**src/sv/limit_order_book_matcher_unit_defines.svh**
```systemverilog
// assertion macros used by the order book rtl
`ifndef LIMIT_ORDER_BOOK_MATCHER_UNIT_DEFINES_SVH
`define LIMIT_ORDER_BOOK_MATCHER_UNIT_DEFINES_SVH

// implication checked in the same cycle
`define LOBM_ASSERT_NOW(label, clk, rst_n, ante, cons, msg) \
    label: assert property (@(posedge clk) disable iff (!rst_n) (ante) |-> (cons)) \
        else $error(msg);

// implication checked in the next cycle
`define LOBM_ASSERT_NEXT(label, clk, rst_n, ante, cons, msg) \
    label: assert property (@(posedge clk) disable iff (!rst_n) (ante) |=> (cons)) \
        else $error(msg);

`endif

```
**src/sv/lobm_pkg.sv**
```systemverilog
`timescale 1ns / 1ps
package lobm_pkg;

    // default sizes
    localparam int ORDER_SLOTS_DEF = 32;
    localparam int MAX_LEVELS_DEF  = 8;

    // resting order word: side, price, remaining, id
    localparam int SLOT_W = 73;

    localparam logic [3:0] DEPTH_RESET = 4'd5;

    // request codes
    localparam logic [1:0] REQ_SUBMIT = 2'd0;
    localparam logic [1:0] REQ_CANCEL = 2'd1;
    localparam logic [1:0] REQ_CLEAR  = 2'd2;
    localparam logic [1:0] REQ_NONE   = 2'd3;

    localparam logic SIDE_BUY = 1'b0;

    // result kinds
    localparam logic [1:0] KIND_TRADE  = 2'd0;
    localparam logic [1:0] KIND_STATUS = 2'd1;
    localparam logic [1:0] KIND_BID    = 2'd2;
    localparam logic [1:0] KIND_ASK    = 2'd3;

    // status codes
    localparam logic [2:0] STAT_FILLED    = 3'd0;
    localparam logic [2:0] STAT_PARTIAL   = 3'd1;
    localparam logic [2:0] STAT_ACCEPTED  = 3'd2;
    localparam logic [2:0] STAT_CANCELLED = 3'd3;
    localparam logic [2:0] STAT_MISSING   = 3'd4;
    localparam logic [2:0] STAT_BOOK_FULL = 3'd5;
    localparam logic [2:0] STAT_CLEARED   = 3'd6;

    typedef struct packed {
        logic [1:0]  req_type;
        logic        side;
        logic        is_market;
        logic [15:0] limit_price;
        logic [23:0] order_qty;
        logic [31:0] cancel_id;
    } t_req;

    typedef struct packed {
        logic [1:0]  out_kind;
        logic [2:0]  status_code;
        logic [31:0] taker_id;
        logic [31:0] maker_id;
        logic [15:0] out_price;
        logic [28:0] out_qty;
        logic [5:0]  trade_number;
        logic        last;
    } t_res;

endpackage

```
**src/sv/lobm_ram.sv**
```systemverilog
`timescale 1ns / 1ps
module lobm_ram #(
    parameter int W     = 8,
    parameter int DEPTH = 32
) (
    input  logic                     i_clk,
    input  logic                     i_we,
    input  logic [$clog2(DEPTH)-1:0] i_waddr,
    input  logic [W-1:0]             i_wdata,
    input  logic [$clog2(DEPTH)-1:0] i_raddr,
    output logic [W-1:0]             o_rdata
);
    logic [W-1:0] r_mem [DEPTH];

    // one write port, registered read
    always_ff @(posedge i_clk) begin
        if (i_we) begin
            r_mem[i_waddr] <= i_wdata;
        end
        o_rdata <= r_mem[i_raddr];
    end
endmodule

```
**src/sv/lobm_front.sv**
```systemverilog
`timescale 1ns / 1ps
module lobm_front (
    input  logic          i_clk,
    input  logic          i_rst_n,
    input  logic          i_start,
    input  lobm_pkg::t_req i_req,
    output logic          o_busy,
    input  logic          i_pop,
    output logic          o_vld,
    output lobm_pkg::t_req o_req
);
    import lobm_pkg::*;

    t_req       r_q [2];
    logic       r_wp;
    logic       r_rp;
    logic [1:0] r_cnt;
    logic       w_push;
    logic       w_pop;

    // unknown requests are taken and dropped
    assign o_busy = (r_cnt == 2'd2);
    assign w_push = i_start && !o_busy && (i_req.req_type != REQ_NONE);
    assign w_pop  = i_pop && (r_cnt != 2'd0);
    assign o_vld  = (r_cnt != 2'd0);
    assign o_req  = r_q[r_rp];

    // two-entry item queue
    always_ff @(posedge i_clk) begin
        if (!i_rst_n) begin
            r_wp  <= 1'b0;
            r_rp  <= 1'b0;
            r_cnt <= 2'd0;
        end else begin
            if (w_push) begin
                r_q[r_wp] <= i_req;
                r_wp      <= ~r_wp;
            end
            if (w_pop) begin
                r_rp <= ~r_rp;
            end
            if (w_push && !w_pop) begin
                r_cnt <= r_cnt + 2'd1;
            end else if (!w_push && w_pop) begin
                r_cnt <= r_cnt - 2'd1;
            end
        end
    end
endmodule

```
**src/sv/lobm_back.sv**
```systemverilog
`timescale 1ns / 1ps
`include "limit_order_book_matcher_unit_defines.svh"
module lobm_back #(
    parameter int ORDER_SLOTS = lobm_pkg::ORDER_SLOTS_DEF,
    parameter int MAX_LEVELS  = lobm_pkg::MAX_LEVELS_DEF
) (
    input  logic           i_clk,
    input  logic           i_rst_n,
    input  logic           i_vld,
    input  lobm_pkg::t_req i_req,
    output logic           o_pop,
    input  logic           i_cfg_we,
    input  logic [3:0]     i_cfg_wdata,
    output logic           o_strobe,
    output lobm_pkg::t_res o_res
);
    import lobm_pkg::*;

    localparam int IW = $clog2(ORDER_SLOTS);
    localparam int CW = $clog2(ORDER_SLOTS + 1);
    localparam logic [CW-1:0] SLOTS_C = CW'(ORDER_SLOTS);
    localparam logic [3:0]    MAXLV_C = 4'(MAX_LEVELS);

    typedef enum logic [2:0] {
        ST_IDLE, ST_MATCH, ST_REST, ST_CXL, ST_SNAP, ST_FLUSH
    } t_state;

    t_state           r_state;
    t_req             r_req;
    logic [31:0]      r_seq;
    logic [31:0]      r_id;
    logic [23:0]      r_rem;
    logic [5:0]       r_trades;
    logic [3:0]       r_depth;
    logic [ORDER_SLOTS-1:0] r_valid;

    // scan pointer and read pipeline
    logic [CW-1:0]    r_addr;
    logic             r_pend;
    logic [IW-1:0]    r_pidx;
    logic [CW-1:0]    n_addr;
    logic             n_pend;
    logic [IW-1:0]    n_pidx;
    logic             w_scan_go;

    // best candidate of the current scan
    logic             r_found;
    logic [IW-1:0]    r_bidx;
    logic [15:0]      r_bp;
    logic [31:0]      r_bage;
    logic [23:0]      r_brem;
    logic [31:0]      r_bid;

    // snapshot walk
    logic             r_sside;
    logic [3:0]       r_lvl;
    logic             r_have_prev;
    logic [15:0]      r_prev;
    logic [28:0]      r_total;

    // one result held back so the final one can carry last
    t_res             r_hold;
    logic             r_hold_vld;

    logic [SLOT_W-1:0] w_q;
    logic              q_side;
    logic [15:0]       q_price;
    logic [23:0]       q_rem;
    logic [31:0]       q_id;
    logic [IW-1:0]     w_raddr;
    logic              w_we;
    logic [IW-1:0]     w_waddr;
    logic [SLOT_W-1:0] w_wdata;
    logic              w_done;
    logic              w_slot_ok;
    logic [31:0]       w_age;
    logic              w_cand_m;
    logic              w_better_m;
    logic              w_cross;
    logic [23:0]       w_fill;
    logic [23:0]       w_left;
    logic [23:0]       w_rem_next;
    logic              w_cand_s;
    logic              w_better_s;
    logic              w_cand_c;
    logic              w_free_any;
    logic [IW-1:0]     w_free_idx;
    logic              w_rest;
    logic [3:0]        w_depth;
    logic [2:0]        w_stat;
    logic              w_push;
    t_res              w_push_res;

    lobm_ram #(.W(SLOT_W), .DEPTH(ORDER_SLOTS)) u_slots (
        .i_clk   (i_clk),
        .i_we    (w_we),
        .i_waddr (w_waddr),
        .i_wdata (w_wdata),
        .i_raddr (w_raddr),
        .o_rdata (w_q)
    );

    assign q_side  = w_q[72];
    assign q_price = w_q[71:56];
    assign q_rem   = w_q[55:32];
    assign q_id    = w_q[31:0];

    assign w_raddr   = (r_addr < SLOTS_C) ? r_addr[IW-1:0] : '0;
    assign w_done    = (r_addr == SLOTS_C) && !r_pend;
    assign w_slot_ok = r_pend && r_valid[r_pidx];
    assign o_pop     = (r_state == ST_IDLE) && i_vld;
    assign w_depth   = (r_depth > MAXLV_C) ? MAXLV_C : r_depth;

    // match candidate: opposite side, best price then oldest
    assign w_age      = r_seq - q_id;
    assign w_cand_m   = w_slot_ok && (q_side != r_req.side);
    assign w_better_m = !r_found
        || ((r_req.side == SIDE_BUY) ? (q_price < r_bp) : (q_price > r_bp))
        || ((q_price == r_bp) && (w_age > r_bage));
    assign w_cross    = r_found && (r_req.is_market
        || ((r_req.side == SIDE_BUY) ? (r_bp <= r_req.limit_price)
                                     : (r_bp >= r_req.limit_price)));
    assign w_fill     = (r_rem < r_brem) ? r_rem : r_brem;
    assign w_left     = r_brem - w_fill;
    assign w_rem_next = r_rem - w_fill;

    // snapshot candidate: this side, strictly past the previous level
    assign w_cand_s   = w_slot_ok && (q_side == r_sside) && (!r_have_prev
        || ((r_sside == SIDE_BUY) ? (q_price < r_prev) : (q_price > r_prev)));
    assign w_better_s = !r_found
        || ((r_sside == SIDE_BUY) ? (q_price > r_bp) : (q_price < r_bp));

    // cancel candidate: first slot with the id
    assign w_cand_c = w_slot_ok && (q_id == r_req.cancel_id) && !r_found;

    // lowest free slot
    always_comb begin
        w_free_any = 1'b0;
        w_free_idx = '0;
        for (int i = ORDER_SLOTS - 1; i >= 0; i--) begin
            if (!r_valid[i]) begin
                w_free_any = 1'b1;
                w_free_idx = IW'(i);
            end
        end
    end

    // scan restart requests
    always_comb begin
        w_scan_go = 1'b0;
        case (r_state)
            ST_IDLE:  w_scan_go = i_vld && (i_req.req_type != REQ_CLEAR);
            ST_MATCH: w_scan_go = w_done && w_cross && (w_rem_next != 24'd0);
            ST_REST:  w_scan_go = 1'b1;
            ST_CXL:   w_scan_go = w_done;
            ST_SNAP:  w_scan_go = w_done
                && ((r_found && (r_lvl + 4'd1 < w_depth)) || (r_sside == SIDE_BUY));
            default:  w_scan_go = 1'b0;
        endcase
    end

    // scan pointer next value
    always_comb begin
        n_addr = r_addr;
        n_pend = 1'b0;
        n_pidx = r_pidx;
        if (r_addr != SLOTS_C) begin
            n_addr = r_addr + CW'(1);
            n_pend = 1'b1;
            n_pidx = r_addr[IW-1:0];
        end
        if (r_state == ST_IDLE) begin
            n_addr = SLOTS_C;
        end
        if (w_scan_go) begin
            n_addr = '0;
            n_pend = 1'b0;
        end
    end

    // request status
    assign w_rest = (r_rem != 24'd0) && !r_req.is_market;
    always_comb begin
        if (r_rem == 24'd0) begin
            w_stat = STAT_FILLED;
        end else if (w_rest && !w_free_any) begin
            w_stat = STAT_BOOK_FULL;
        end else if (r_rem < r_req.order_qty) begin
            w_stat = STAT_PARTIAL;
        end else begin
            w_stat = STAT_ACCEPTED;
        end
    end

    // slot writes: fill update or new resting order
    always_comb begin
        w_we    = 1'b0;
        w_waddr = r_bidx;
        w_wdata = {~r_req.side, r_bp, w_left, r_bid};
        if (r_state == ST_MATCH && w_done && w_cross) begin
            w_we = 1'b1;
        end else if (r_state == ST_REST && w_rest && w_free_any) begin
            w_we    = 1'b1;
            w_waddr = w_free_idx;
            w_wdata = {r_req.side, r_req.limit_price, r_rem, r_id};
        end
    end

    // result produced this cycle
    always_comb begin
        w_push     = 1'b0;
        w_push_res = '0;
        case (r_state)
            ST_IDLE: begin
                if (i_vld && i_req.req_type == REQ_CLEAR) begin
                    w_push                 = 1'b1;
                    w_push_res.out_kind    = KIND_STATUS;
                    w_push_res.status_code = STAT_CLEARED;
                end
            end
            ST_MATCH: begin
                if (w_done && w_cross) begin
                    w_push                  = 1'b1;
                    w_push_res.out_kind     = KIND_TRADE;
                    w_push_res.taker_id     = r_id;
                    w_push_res.maker_id     = r_bid;
                    w_push_res.out_price    = r_bp;
                    w_push_res.out_qty      = 29'(w_fill);
                    w_push_res.trade_number = r_trades + 6'd1;
                end
            end
            ST_REST: begin
                w_push                 = 1'b1;
                w_push_res.out_kind    = KIND_STATUS;
                w_push_res.status_code = w_stat;
                w_push_res.taker_id    = r_id;
                w_push_res.out_qty     = r_req.is_market ? 29'd0 : 29'(r_rem);
            end
            ST_CXL: begin
                if (w_done) begin
                    w_push                 = 1'b1;
                    w_push_res.out_kind    = KIND_STATUS;
                    w_push_res.status_code = r_found ? STAT_CANCELLED : STAT_MISSING;
                    w_push_res.taker_id    = r_req.cancel_id;
                end
            end
            ST_SNAP: begin
                if (w_done && r_found) begin
                    w_push               = 1'b1;
                    w_push_res.out_kind  = r_sside ? KIND_ASK : KIND_BID;
                    w_push_res.out_price = r_bp;
                    w_push_res.out_qty   = r_total;
                end
            end
            default: begin
                w_push = 1'b0;
            end
        endcase
    end

    // sequencer, book state and output register
    always_ff @(posedge i_clk) begin
        if (!i_rst_n) begin
            r_state    <= ST_IDLE;
            r_seq      <= '0;
            r_depth    <= DEPTH_RESET;
            r_valid    <= '0;
            r_addr     <= '0;
            r_pend     <= 1'b0;
            r_found    <= 1'b0;
            r_hold_vld <= 1'b0;
            o_strobe   <= 1'b0;
        end else begin
            if (i_cfg_we) begin
                r_depth <= i_cfg_wdata;
            end

            // scan step
            r_addr <= n_addr;
            r_pend <= n_pend;
            r_pidx <= n_pidx;

            case (r_state)
                ST_IDLE: begin
                    if (i_vld) begin
                        r_req <= i_req;
                        case (i_req.req_type)
                            REQ_CLEAR: begin
                                r_valid <= '0;
                                r_seq   <= '0;
                                r_state <= ST_FLUSH;
                            end
                            REQ_CANCEL: begin
                                r_found <= 1'b0;
                                r_state <= ST_CXL;
                            end
                            default: begin
                                r_seq    <= r_seq + 32'd1;
                                r_id     <= r_seq + 32'd1;
                                r_rem    <= i_req.order_qty;
                                r_trades <= '0;
                                r_found  <= 1'b0;
                                r_state  <= (i_req.order_qty == 24'd0) ? ST_REST : ST_MATCH;
                            end
                        endcase
                    end
                end
                ST_MATCH: begin
                    if (w_cand_m && w_better_m) begin
                        r_found <= 1'b1;
                        r_bidx  <= r_pidx;
                        r_bp    <= q_price;
                        r_bage  <= w_age;
                        r_brem  <= q_rem;
                        r_bid   <= q_id;
                    end
                    if (w_done) begin
                        if (w_cross) begin
                            r_rem    <= w_rem_next;
                            r_trades <= r_trades + 6'd1;
                            if (w_left == 24'd0) begin
                                r_valid[r_bidx] <= 1'b0;
                            end
                            if (w_rem_next != 24'd0) begin
                                r_found <= 1'b0;
                            end else begin
                                r_state <= ST_REST;
                            end
                        end else begin
                            r_state <= ST_REST;
                        end
                    end
                end
                ST_REST: begin
                    if (w_rest && w_free_any) begin
                        r_valid[w_free_idx] <= 1'b1;
                    end
                    r_sside     <= SIDE_BUY;
                    r_lvl       <= '0;
                    r_have_prev <= 1'b0;
                    r_found     <= 1'b0;
                    r_state     <= (w_depth == 4'd0) ? ST_FLUSH : ST_SNAP;
                end
                ST_CXL: begin
                    if (w_cand_c) begin
                        r_found <= 1'b1;
                        r_bidx  <= r_pidx;
                    end
                    if (w_done) begin
                        if (r_found) begin
                            r_valid[r_bidx] <= 1'b0;
                        end
                        r_sside     <= SIDE_BUY;
                        r_lvl       <= '0;
                        r_have_prev <= 1'b0;
                        r_found     <= 1'b0;
                        r_state     <= (w_depth == 4'd0) ? ST_FLUSH : ST_SNAP;
                    end
                end
                ST_SNAP: begin
                    if (w_cand_s) begin
                        if (w_better_s) begin
                            r_found <= 1'b1;
                            r_bp    <= q_price;
                            r_total <= 29'(q_rem);
                        end else if (q_price == r_bp) begin
                            r_total <= r_total + 29'(q_rem);
                        end
                    end
                    if (w_done) begin
                        r_found <= 1'b0;
                        if (r_found && (r_lvl + 4'd1 < w_depth)) begin
                            r_lvl       <= r_lvl + 4'd1;
                            r_prev      <= r_bp;
                            r_have_prev <= 1'b1;
                        end else if (r_sside == SIDE_BUY) begin
                            r_sside     <= ~SIDE_BUY;
                            r_lvl       <= '0;
                            r_have_prev <= 1'b0;
                        end else begin
                            r_state <= ST_FLUSH;
                        end
                    end
                end
                ST_FLUSH: begin
                    r_state <= ST_IDLE;
                end
                default: begin
                    r_state <= ST_IDLE;
                end
            endcase

            // output: release held result, final one marked last
            if (r_state == ST_FLUSH) begin
                o_strobe   <= r_hold_vld;
                o_res      <= {r_hold[$bits(t_res)-1:1], 1'b1};
                r_hold_vld <= 1'b0;
            end else if (w_push) begin
                o_strobe   <= r_hold_vld;
                o_res      <= r_hold;
                r_hold     <= w_push_res;
                r_hold_vld <= 1'b1;
            end else begin
                o_strobe <= 1'b0;
            end
        end
    end

    `LOBM_ASSERT_NOW(a_trade_nonzero, i_clk, i_rst_n, o_strobe && o_res.out_kind == KIND_TRADE, o_res.out_qty != 29'd0 && o_res.trade_number != 6'd0 && !o_res.last, "trade with zero qty or number, or marked last")
    `LOBM_ASSERT_NEXT(a_flush_emits_last, i_clk, i_rst_n, r_state == ST_FLUSH, o_strobe && o_res.last && !r_hold_vld, "request end without final result")
    `LOBM_ASSERT_NOW(a_pop_idle, i_clk, i_rst_n, o_pop, r_state == ST_IDLE && !r_hold_vld, "item taken while previous request open")
endmodule

```
**src/sv/limit_order_book_matcher_unit.sv**
```systemverilog
`timescale 1ns / 1ps
// each request runs as a series of scans over all slots: one per fill, one more when a
//   remainder is left, the cancel search, one per reported level and one per side that
//   runs out before the depth; a clear needs no scan. One request at a time: the next
//   starts as the final result leaves, and a two-item queue takes items meanwhile
// receiver cannot stall; sync active-low reset empties the book, id counter 0, depth 5
module limit_order_book_matcher_unit #(
    parameter int ORDER_SLOTS = lobm_pkg::ORDER_SLOTS_DEF,
    parameter int MAX_LEVELS  = lobm_pkg::MAX_LEVELS_DEF
) (
    input  logic        i_clk,
    input  logic        i_rst_n,
    input  logic        start,
    output logic        busy,
    input  logic [1:0]  i_req_type,
    input  logic        i_side,
    input  logic        i_is_market,
    input  logic [15:0] i_limit_price,
    input  logic [23:0] i_order_qty,
    input  logic [31:0] i_cancel_id,
    input  logic        i_cfg_we,
    input  logic [3:0]  i_cfg_wdata,
    output logic        o_strobe,
    output logic [1:0]  o_out_kind,
    output logic [2:0]  o_status_code,
    output logic [31:0] o_taker_id,
    output logic [31:0] o_maker_id,
    output logic [15:0] o_out_price,
    output logic [28:0] o_out_qty,
    output logic [5:0]  o_trade_number,
    output logic        o_last
);
    import lobm_pkg::*;

    t_req w_in;
    t_req w_q_req;
    logic w_q_vld;
    logic w_pop;
    t_res w_res;

    assign w_in.req_type    = i_req_type;
    assign w_in.side        = i_side;
    assign w_in.is_market   = i_is_market;
    assign w_in.limit_price = i_limit_price;
    assign w_in.order_qty   = i_order_qty;
    assign w_in.cancel_id   = i_cancel_id;

    // request intake and queue
    lobm_front u_front (
        .i_clk   (i_clk),
        .i_rst_n (i_rst_n),
        .i_start (start),
        .i_req   (w_in),
        .o_busy  (busy),
        .i_pop   (w_pop),
        .o_vld   (w_q_vld),
        .o_req   (w_q_req)
    );

    // matching engine
    lobm_back #(.ORDER_SLOTS(ORDER_SLOTS), .MAX_LEVELS(MAX_LEVELS)) u_back (
        .i_clk       (i_clk),
        .i_rst_n     (i_rst_n),
        .i_vld       (w_q_vld),
        .i_req       (w_q_req),
        .o_pop       (w_pop),
        .i_cfg_we    (i_cfg_we),
        .i_cfg_wdata (i_cfg_wdata),
        .o_strobe    (o_strobe),
        .o_res       (w_res)
    );

    assign o_out_kind     = w_res.out_kind;
    assign o_status_code  = w_res.status_code;
    assign o_taker_id     = w_res.taker_id;
    assign o_maker_id     = w_res.maker_id;
    assign o_out_price    = w_res.out_price;
    assign o_out_qty      = w_res.out_qty;
    assign o_trade_number = w_res.trade_number;
    assign o_last         = w_res.last;
endmodule
```
**config.mk**
```make
export PLATFORM = sky130hd
export DESIGN_NAME = limit_order_book_matcher_unit
export DESIGN_NICKNAME = d
export VERILOG_FILES = /design/src/sv/lobm_pkg.sv /design/src/sv/lobm_ram.sv /design/src/sv/lobm_front.sv /design/src/sv/lobm_back.sv /design/src/sv/limit_order_book_matcher_unit.sv
export VERILOG_INCLUDE_DIRS = /design/src /design/src/sv
export SDC_FILE = /design/constraint.sdc
export NUM_CORES = 2
export LEC_CHECK = 0
export BUFFER_PORTS_ARGS = -buffer_cell sky130_fd_sc_hd__buf_2
export CAP_MARGIN = 30
export CORE_UTILIZATION = 57
export CTS_CLUSTER_SIZE = 16
export DETAILED_ROUTE_END_ITERATION = 8
export HOLD_SLACK_MARGIN = 0.02
export MAX_ROUTING_LAYER = met4
export PLACE_DENSITY = 0.83
export SLEW_MARGIN = 20
export SYNTH_ARGS = -nofsm -noshare
export SYNTH_HDL_FRONTEND = slang
export SYNTH_SLANG_ARGS = --single-unit
```
**constraint.sdc**
```tcl
create_clock -name i_clk -period 14.65 [get_ports i_clk]
set_input_delay 2.1975 -clock i_clk [delete_from_list [all_inputs] [get_ports i_clk]]
set_output_delay 2.1975 -clock i_clk [all_outputs]
set_load 0.03 [all_outputs]
```
# Word level (Yosys, flattened, before mapping)
# Memory sizes are Yosys's and may differ from the RTL's. A register that Yosys moved wholly into a read port is not among the register bits.
# Index checks and enable logic that the tools add are counted.
# totals
n_memories	2
mem_bits_rw	2488
ff_bits	627
word_cells	399
# classes
mux	187
reduce_logical	86
eq_ne	38
n_lt_le_gt_ge	17
bitwise	11
n_addsub	10
# memory_table
name	words	width	rd	rd_ports_with_merged_regs	write_ports	line_no	rtl
u_back.u_slots.r_mem	32	73	1	1	1	lobm_ram.sv:13	logic [W-1:0] r_mem [DEPTH];
u_front.r_q	2	76	1	1	1	lobm_front.sv:14	t_req r_q [2];
# op_table
op	n
$mux W32	8
$mux W121	2
$mux W5	37
$mux W24	7
$mux W73	2
$pmux W32 S4	1
$mux W115	1
$pmux W32 S3	1
$pmux W29 S3	1
$mux W1	74
$logic_not A24 Y1	3
$pmux W16 S2	2
$pmux W32 S2	1
$lt A24 B24 Y1	2
$mux W16	3
$pmux W24 S2	1
$reduce_bool A24 Y1	2
$sub A24 B24 Y24	2
$mux W45	1
$mux W36	1
$mux W6	6
$mux W3	11
$add A32 B1 Y32 const B	1
$and A32 B32 Y32	1
66 further kinds	178

# Depth between registers and ports, before layout
# depth
depth_word	39
depth_mapped	24

# Modules after synthesis
# Synthesis repeated with hierarchy kept, for this count alone.
# hier_totals
cells_unflattened	6992
area_unflattened_um2	130300.0
# modules_own_cells
module	cells_each	area_per_inst_um2	seq_area_each_um2	n_inst
lobm_ram	3537	90098.9	71608.7	1
lobm_back	3193	34479.3	17897.2	1
lobm_front	262	5721.7	4664.5	1

# Worst setup path before layout
# OpenSTA, ideal clock, no wires.
# synth_path
path_type	reg2reg
from	register u_back.r_seq[0]
to	register u_back.r_bp[0] (enable)
setup_ns	0.375
n_path_buf	0
path_slack_ns	0.846
required_ns	14.275
t_arrival_ns	13.429
stages_incl_launch_ff	22
cell_sequence	dfxtp_1 -> inv_1 -> ha_1 -> inv_1 -> fa_1 -> a211oi_1 -> o2111ai_1 -> o211a_1 -> a311o_1 -> a41oi_1 -> a211oi_1 -> a41oi_1 -> nor2b_1 -> xnor2_1 -> ha_1 -> nand4_1 -> nor3_1 -> o21ai_0 -> a311oi_1 -> and3b_1 -> nor4_1 -> o22a_1
# synth_between
elab_chain_len	7
# synth_lines
element	line_no	rtl
start: declaration	lobm_back.sv:30	logic [31:0] r_seq;
start signal: assignment	lobm_back.sv:298	r_seq <= r_seq + 32'd1;
$sub A32 B32 Y32	lobm_back.sv:115	assign w_age = r_seq - q_id;
via u_back.w_age[28]	lobm_back.sv:76	logic [31:0] w_age;
$gt A32 B32 Y1	lobm_back.sv:119	|| ((q_price == r_bp) && (w_age > r_bage));
$logic_and A1 B1 Y1	lobm_back.sv:119	
$logic_or A1 B1 Y1	lobm_back.sv:119	
$logic_and A1 B1 Y1	lobm_back.sv:309	if (w_cand_m && w_better_m) begin
$ne A2 B2 Y1 (no source line)	-	
$reduce_and A5 Y1 (no source line)	-	
end signal: assignment	lobm_back.sv:312	r_bp <= q_price;
end signal: assignment	lobm_back.sv:364	r_bp <= q_price;
end: declaration	lobm_back.sv:49	logic [15:0] r_bp;
# The timed path passes the listed nets, and every way through them passes these cells.
# A chain may end at the register's enable or synchronous reset.

# Worst setup path in the final report
# layout_path
from	register u_back.r_rem[17]
to	register u_back.r_state[2]
# layout_between
elab_chain_len	6
# layout_lines
element	line_no	rtl
start: declaration	lobm_back.sv:32	logic [23:0] r_rem;
start signal: assignment	lobm_back.sv:300	r_rem <= i_req.order_qty;
start signal: assignment	lobm_back.sv:319	r_rem <= w_rem_next;
$lt A24 B24 Y1	lobm_back.sv:123	assign w_fill = (r_rem < r_brem) ? r_rem : r_brem;
$mux W24	lobm_back.sv:123	
$sub A24 B24 Y24 *	lobm_back.sv:125	assign w_rem_next = r_rem - w_fill;
$reduce_bool A24 Y1 *	lobm_back.sv:324	if (w_rem_next != 24'd0) begin
$ne A3 B3 Y1 (no source line) *	-	
$reduce_and A7 Y1 (no source line) *	-	
end signal: assignment	lobm_back.sv:303	r_state <= (i_req.order_qty == 24'd0) ? ST_REST : ST_MATCH;
end signal: assignment	lobm_back.sv:342	r_state <= (w_depth == 4'd0) ? ST_FLUSH : ST_SNAP;
end signal: assignment	lobm_back.sv:357	r_state <= (w_depth == 4'd0) ? ST_FLUSH : ST_SNAP;
end: declaration	lobm_back.sv:28	t_state r_state;
# Every way passes the cells marked *; elsewhere a longest branch is shown, timed or not.

==> results.txt <==
----------------------------------------------------
[Route]
  Number of design-rule violations left by the first detailed-router iteration ... 14000
  Wire length per cell after detailed routing ... 32.1 µm
  Number of vias per cell ... 6.95
  Detailed-route DRC error count ... 0
  Number of detailed-routing iterations run before antenna repair ... 8
  Routed wire length ... 381000 µm
  Total via count in the routed design ... 82400
  Final antenna-violating net count ... 0

[Floorplan]
  Number of rows created at floorplan ... 175
  Starting density of the core ... 0.573
  Core region area ... 0.227 mm²
  Overall die height ... 480 µm
  Width of the die ... 480 µm
  I/O pin total ... 207
  Overall die area ... 0.230 mm²

[Setup path]
  Critical Path Fanout Max ... 28
  Worst reg2reg path depth ... 19
  Cell at the slowest stage of the critical path ... sky130_fd_sc_hd__nor4_4
  Req. time, crit path ... 15.52 ns
  Crit Path Category ... flip-flop to flip-flop
  Worst R2R Start ... u_back.r_rem[17]$_DFFE_PP_
  Critical register-to-register path endpoint ... u_back.r_state[2]$_SDFFE_PN0P_
  Worst path cell trace ... ha_1 > a211oi_1 > o21bai_1 > a211oi_1 > o211ai_1 > nor2_2 > buf_4 > mux2i_1 > ha_1 > nor2b_1 > o2111ai_1 > a311o_1 > a21oi_2 > or3_1 > a211o_1 > or4_4 > nor4_4 > o211ai_2 > a221oi_2
  Largest stage delay, worst path ... 0.79 ns
  Setup slack, reg-to-reg ... 7.81 ns
  Type of element capturing the critical path ... flip-flop
  Data arrival time at the worst-slack endpoint ... 7.71 ns
  Startpoint type of the worst setup path ... flip-flop

[Layout]
  Fraction of layout instances using a drive strength above 1 ... 0.159
  # fillers ... 14400
  Number of nets in the finished design ... 8925
  Layout-stage area growth over the synthesis result ... 12.5%
  Sequential Area ... 0.0942 mm²
  Total area of multi-input combinational cells ... 0.0341 mm²

[Synth]
  Avg Inst Size Synth ... 15.7 µm²
  Synthesis warning total ... 0
  Yosys reg bits ... 3189
  Synthesized netlist cell count ... 8280
  Number of distinct library cells after synthesis ... 88
  Share of the yosys chip area belonging to registers ... 0.723
  Asr flop ratio synth ... 0
  Mapped Nets ... 8606
  EDFF count, synth ... 3030
  Area of the mapped netlist ... 0.130 mm²
  Dominant synthesized flop cell ... sky130_fd_sc_hd__edfxtp_1

[Placement]
  DPL Wire Length ... 209000 µm
  Pre-CTS WS ... 7.88 ns
  Final RePlAce weighted congestion ... 0.923
  Port-buffer cells ... 206

[STA]
  Slew headroom ... 0.249
  Max frequency ... 146 MHz
  Final count of hold timing violations ... 0
  Unrepaired setup endpoints after global routing ... false
  Final Critical Period ... 6.84 ns
  Pins Over Slew Limit ... 0
  Setup Total Neg Slack ... 0 ns
  Final setup viols ... 0
  Share of the clock period used by the worst path ... 0.467
  Least setup slack across all paths after layout ... 7.81 ns
  Final Skew ... 0.0860 ns
  Transition time of the tightest slew-check pin ... 1.13 ns

[Clock network]
  Latest clock arrival within the worst-skew pair ... 0.98 ns
  Maximum level of the CTS H-tree ... 5
  Clock transition time at the flip-flop clock pins of the worst setup and hold paths ... 0.07 ns
  CTS Hold Bufs ... 0
  Cell at the root of the clock tree ... sky130_fd_sc_hd__clkbuf_16
  TritonCTS clock tree ... built
  CTS-repair resized insts ... 0
  Cts bufs inserted ... 317
  TritonCTS sink count ... 3189
  Number of buffers between clock root and the deepest sink ... 4
  Number of buffers inserted by post-CTS setup repair ... 0

[Power and ir drop]
  Combinational cell fraction of total power ... 0.184
  Maximum vdd drop ... 0.000133 V
  Internal power summed over all cells ... 17.0 mW
  Leakage ... 49.9 nW
  Pwr Density ... 161 mW/mm²
  Clock network power share ... 0.346
  P_sw ... 6.66 mW
  Sequential group share of total power ... 0.470
  Switching part of the total ... 0.282

[GRT]
  Sum of overflow across all layers after global routing ... 0
  Maximum number of pins on one net before global-route repair ... 136
  Vias in the first global route ... 81000
  First-pass GRT wire length ... 543000 µm
  Initial antenna violation count ... 23
  Tot GR Track Use ... 0.335

[Worst hold path]
  Terminating pin of the worst hold path ... u_back.o_res[2]$_DFFE_PP_
  Cell depth of the worst min-delay path ... 0
  Worst Min Path Start ... u_back.r_hold[2]$_SDFFCE_PN0P_
  Kind of path behind the tightest hold check ... flip-flop to flip-flop

[Run]
  Number of max-cap violations ... 0

[Outcome]
  Result of the run ... complete, no violations

----------------------------------------------------
final cells by class:
type / count / share of cell area
clock buffers: 382 / 0.0571
clock inverters: 164 / 0.0124
flip-flops and latches: 3189 / 0.643
repair buffers: 440 / 0.0223
inverters: 217 / 0.00556
diodes: 19 / 0.000325
well taps: 3009 / 0.0257
multi-input cells: 4434 / 0.233
registers in the layout, indices dropped and copies added (netlist names), 5 cells and up, named ones only:
name	cells
u_back.r_addr	6
u_back.r_valid	32
u_back.u_slots.r_mem	2336
u_back.r_pidx	5
u_back.r_bp	16
u_back.r_prev	16
u_back.r_bid	32
u_back.r_seq	32
u_back.r_total	29
u_back.u_slots.o_rdata	73
u_back.r_id	32
u_back.r_rem	24
u_back.r_bidx	5
u_back.r_brem	24
u_front.r_q	152
u_back.o_res	121
u_back.r_req	74
u_back.r_hold	120
u_back.r_trades	6
u_back.r_bage	32
routing by layer:
| metal | routed length, µm | GRT usage | vias to the layer above |
|---|---|---|---|
| met4 | 19800 | 0.154 | 0 |
| met5 | 0 | - | - |
| li1 | - | - | 33100 |
| met1 | 133000 | 0.428 | 40300 |
| met3 | 53900 | 0.0842 | 1465 |
| met2 | 174000 | 0.507 | 7592 |
how the worst max path moves through the flow:
stage / from / end
3_3_place_gp: u_back.r_rem[17]$_DFFE_PP_ / u_back.r_state[2]$_SDFFE_PN0P_
2_1_floorplan: u_back.r_seq[0]$_SDFFE_PN0P_ / u_back.r_bp[0]$_DFFE_PP_
5_1_grt: u_back.r_seq[0]$_SDFFE_PN0P_ / u_back.r_bage[28]$_DFFE_PP_
4_1_cts: u_back.r_seq[0]$_SDFFE_PN0P_ / u_back.r_bid[13]$_DFFE_PP_
3_5_place_dp: u_back.r_rem[17]$_DFFE_PP_ / u_back.r_state[2]$_SDFFE_PN0P_
6_report: u_back.r_rem[17]$_DFFE_PP_ / u_back.r_state[2]$_SDFFE_PN0P_
synthesized netlist by cell type, types with 26 or more instances:
cell type                  instances  area (µm²)
sky130_fd_sc_hd__ha_1            238        2980
sky130_fd_sc_hd__a211oi_1        217        1630
sky130_fd_sc_hd__dfxtp_1         159        3180
sky130_fd_sc_hd__xor2_1           89         780
sky130_fd_sc_hd__nor4_1           29         181
sky130_fd_sc_hd__o31ai_1          92         691
sky130_fd_sc_hd__a21o_1           62         465
sky130_fd_sc_hd__nand2b_1         32         200
sky130_fd_sc_hd__o22ai_1         223        1400
sky130_fd_sc_hd__buf_1            78         293
sky130_fd_sc_hd__nor3_1          157         786
sky130_fd_sc_hd__and3_1           29         181
sky130_fd_sc_hd__nand2_1         706        2650
sky130_fd_sc_hd__inv_1           217         815
sky130_fd_sc_hd__xnor2_1          71         622
sky130_fd_sc_hd__o21ai_0         473        2370
sky130_fd_sc_hd__nor2_1          296        1110
sky130_fd_sc_hd__edfxtp_1       3030       91000
sky130_fd_sc_hd__nor2b_1          26         163
sky130_fd_sc_hd__a21oi_1         224        1120
sky130_fd_sc_hd__o21a_1           32         240
sky130_fd_sc_hd__mux2i_1         338        3380
sky130_fd_sc_hd__mux2_2           73         822
sky130_fd_sc_hd__nand4_1          43         269
sky130_fd_sc_hd__mux4_2          306        6890
sky130_fd_sc_hd__o211ai_1         34         255
sky130_fd_sc_hd__clkbuf_1        354        1330
sky130_fd_sc_hd__a22o_1           34         298
sky130_fd_sc_hd__and2_1           67         419
sky130_fd_sc_hd__a22oi_1          31         233
sky130_fd_sc_hd__nand3_1         279        1400
layout by cell type (no fill, tap or decap), types with 152 or more instances in the layout:
cell type                      n
sky130_fd_sc_hd__clkbuf_16   323
sky130_fd_sc_hd__o22ai_1     223
sky130_fd_sc_hd__mux4_2      306
sky130_fd_sc_hd__dfxtp_1     156
sky130_fd_sc_hd__nor2_1      258
sky130_fd_sc_hd__inv_1       216
sky130_fd_sc_hd__a21oi_1     213
sky130_fd_sc_hd__buf_2       214
sky130_fd_sc_hd__a211oi_1    217
sky130_fd_sc_hd__mux2i_1     338
sky130_fd_sc_hd__ha_1        238
sky130_fd_sc_hd__nand2_1     694
sky130_fd_sc_hd__o21ai_0     449
sky130_fd_sc_hd__nand3_1     278
sky130_fd_sc_hd__nor3_1      152
sky130_fd_sc_hd__edfxtp_1   3030
sky130_fd_sc_hd__buf_4       172
cell families after synthesis:
family | share of synthesized area
buffers and inverters | 0.0193
XOR/XNOR | 0.0108
AO/OA/AOI/OAI | 0.0761
multiplexers | 0.0853
AND/OR/NAND/NOR | 0.0616
flip-flops | 0.723
adder cells (fa/ha/maj) | 0.0235
worst max-delay path, delay by kind of cell (launching register included):
family | cells | cell delay (ns)
adder cells (fa/ha/maj) | 2 | 0.70
flip-flops | 1 | 0.53
buffers and inverters | 1 | 0.43
multiplexers | 1 | 0.57
AND/OR/NAND/NOR | 5 | 1.96
AO/OA/AOI/OAI | 10 | 2.56
stage by stage:
| step | total power [mW] | hold WS, ns | util | area, µm² | instances |
|---|---|---|---|---|---|
| after floorplan | 14.0 | 0.400 | - | 130000 | 8280 |
| after global placement | 15.2 | 0.403 | 0.595 | 135000 | 11200 |
| after detailed placement | 15.4 | 0.405 | 0.597 | 136000 | 11300 |
| after CTS | 23.5 | 0.416 | 0.642 | 146000 | 11800 |
| after global routing | 24.2 | 0.421 | 0.644 | 146000 | 11900 |
| final | 23.6 | 0.413 | 0.644 | 146000 | 11900 |
power by group through the flow:
stage	clock (mW)	combinational, mW	sequential, mW
3_3_place_gp	0	3.92	11.3
4_1_cts	8.17	4.21	11.1
2_1_floorplan	0	2.68	11.3
3_5_place_dp	0	4.10	11.3
6_report	8.16	4.36	11.1
5_1_grt	8.49	4.59	11.1
Power figures use the tool's default switching activity.
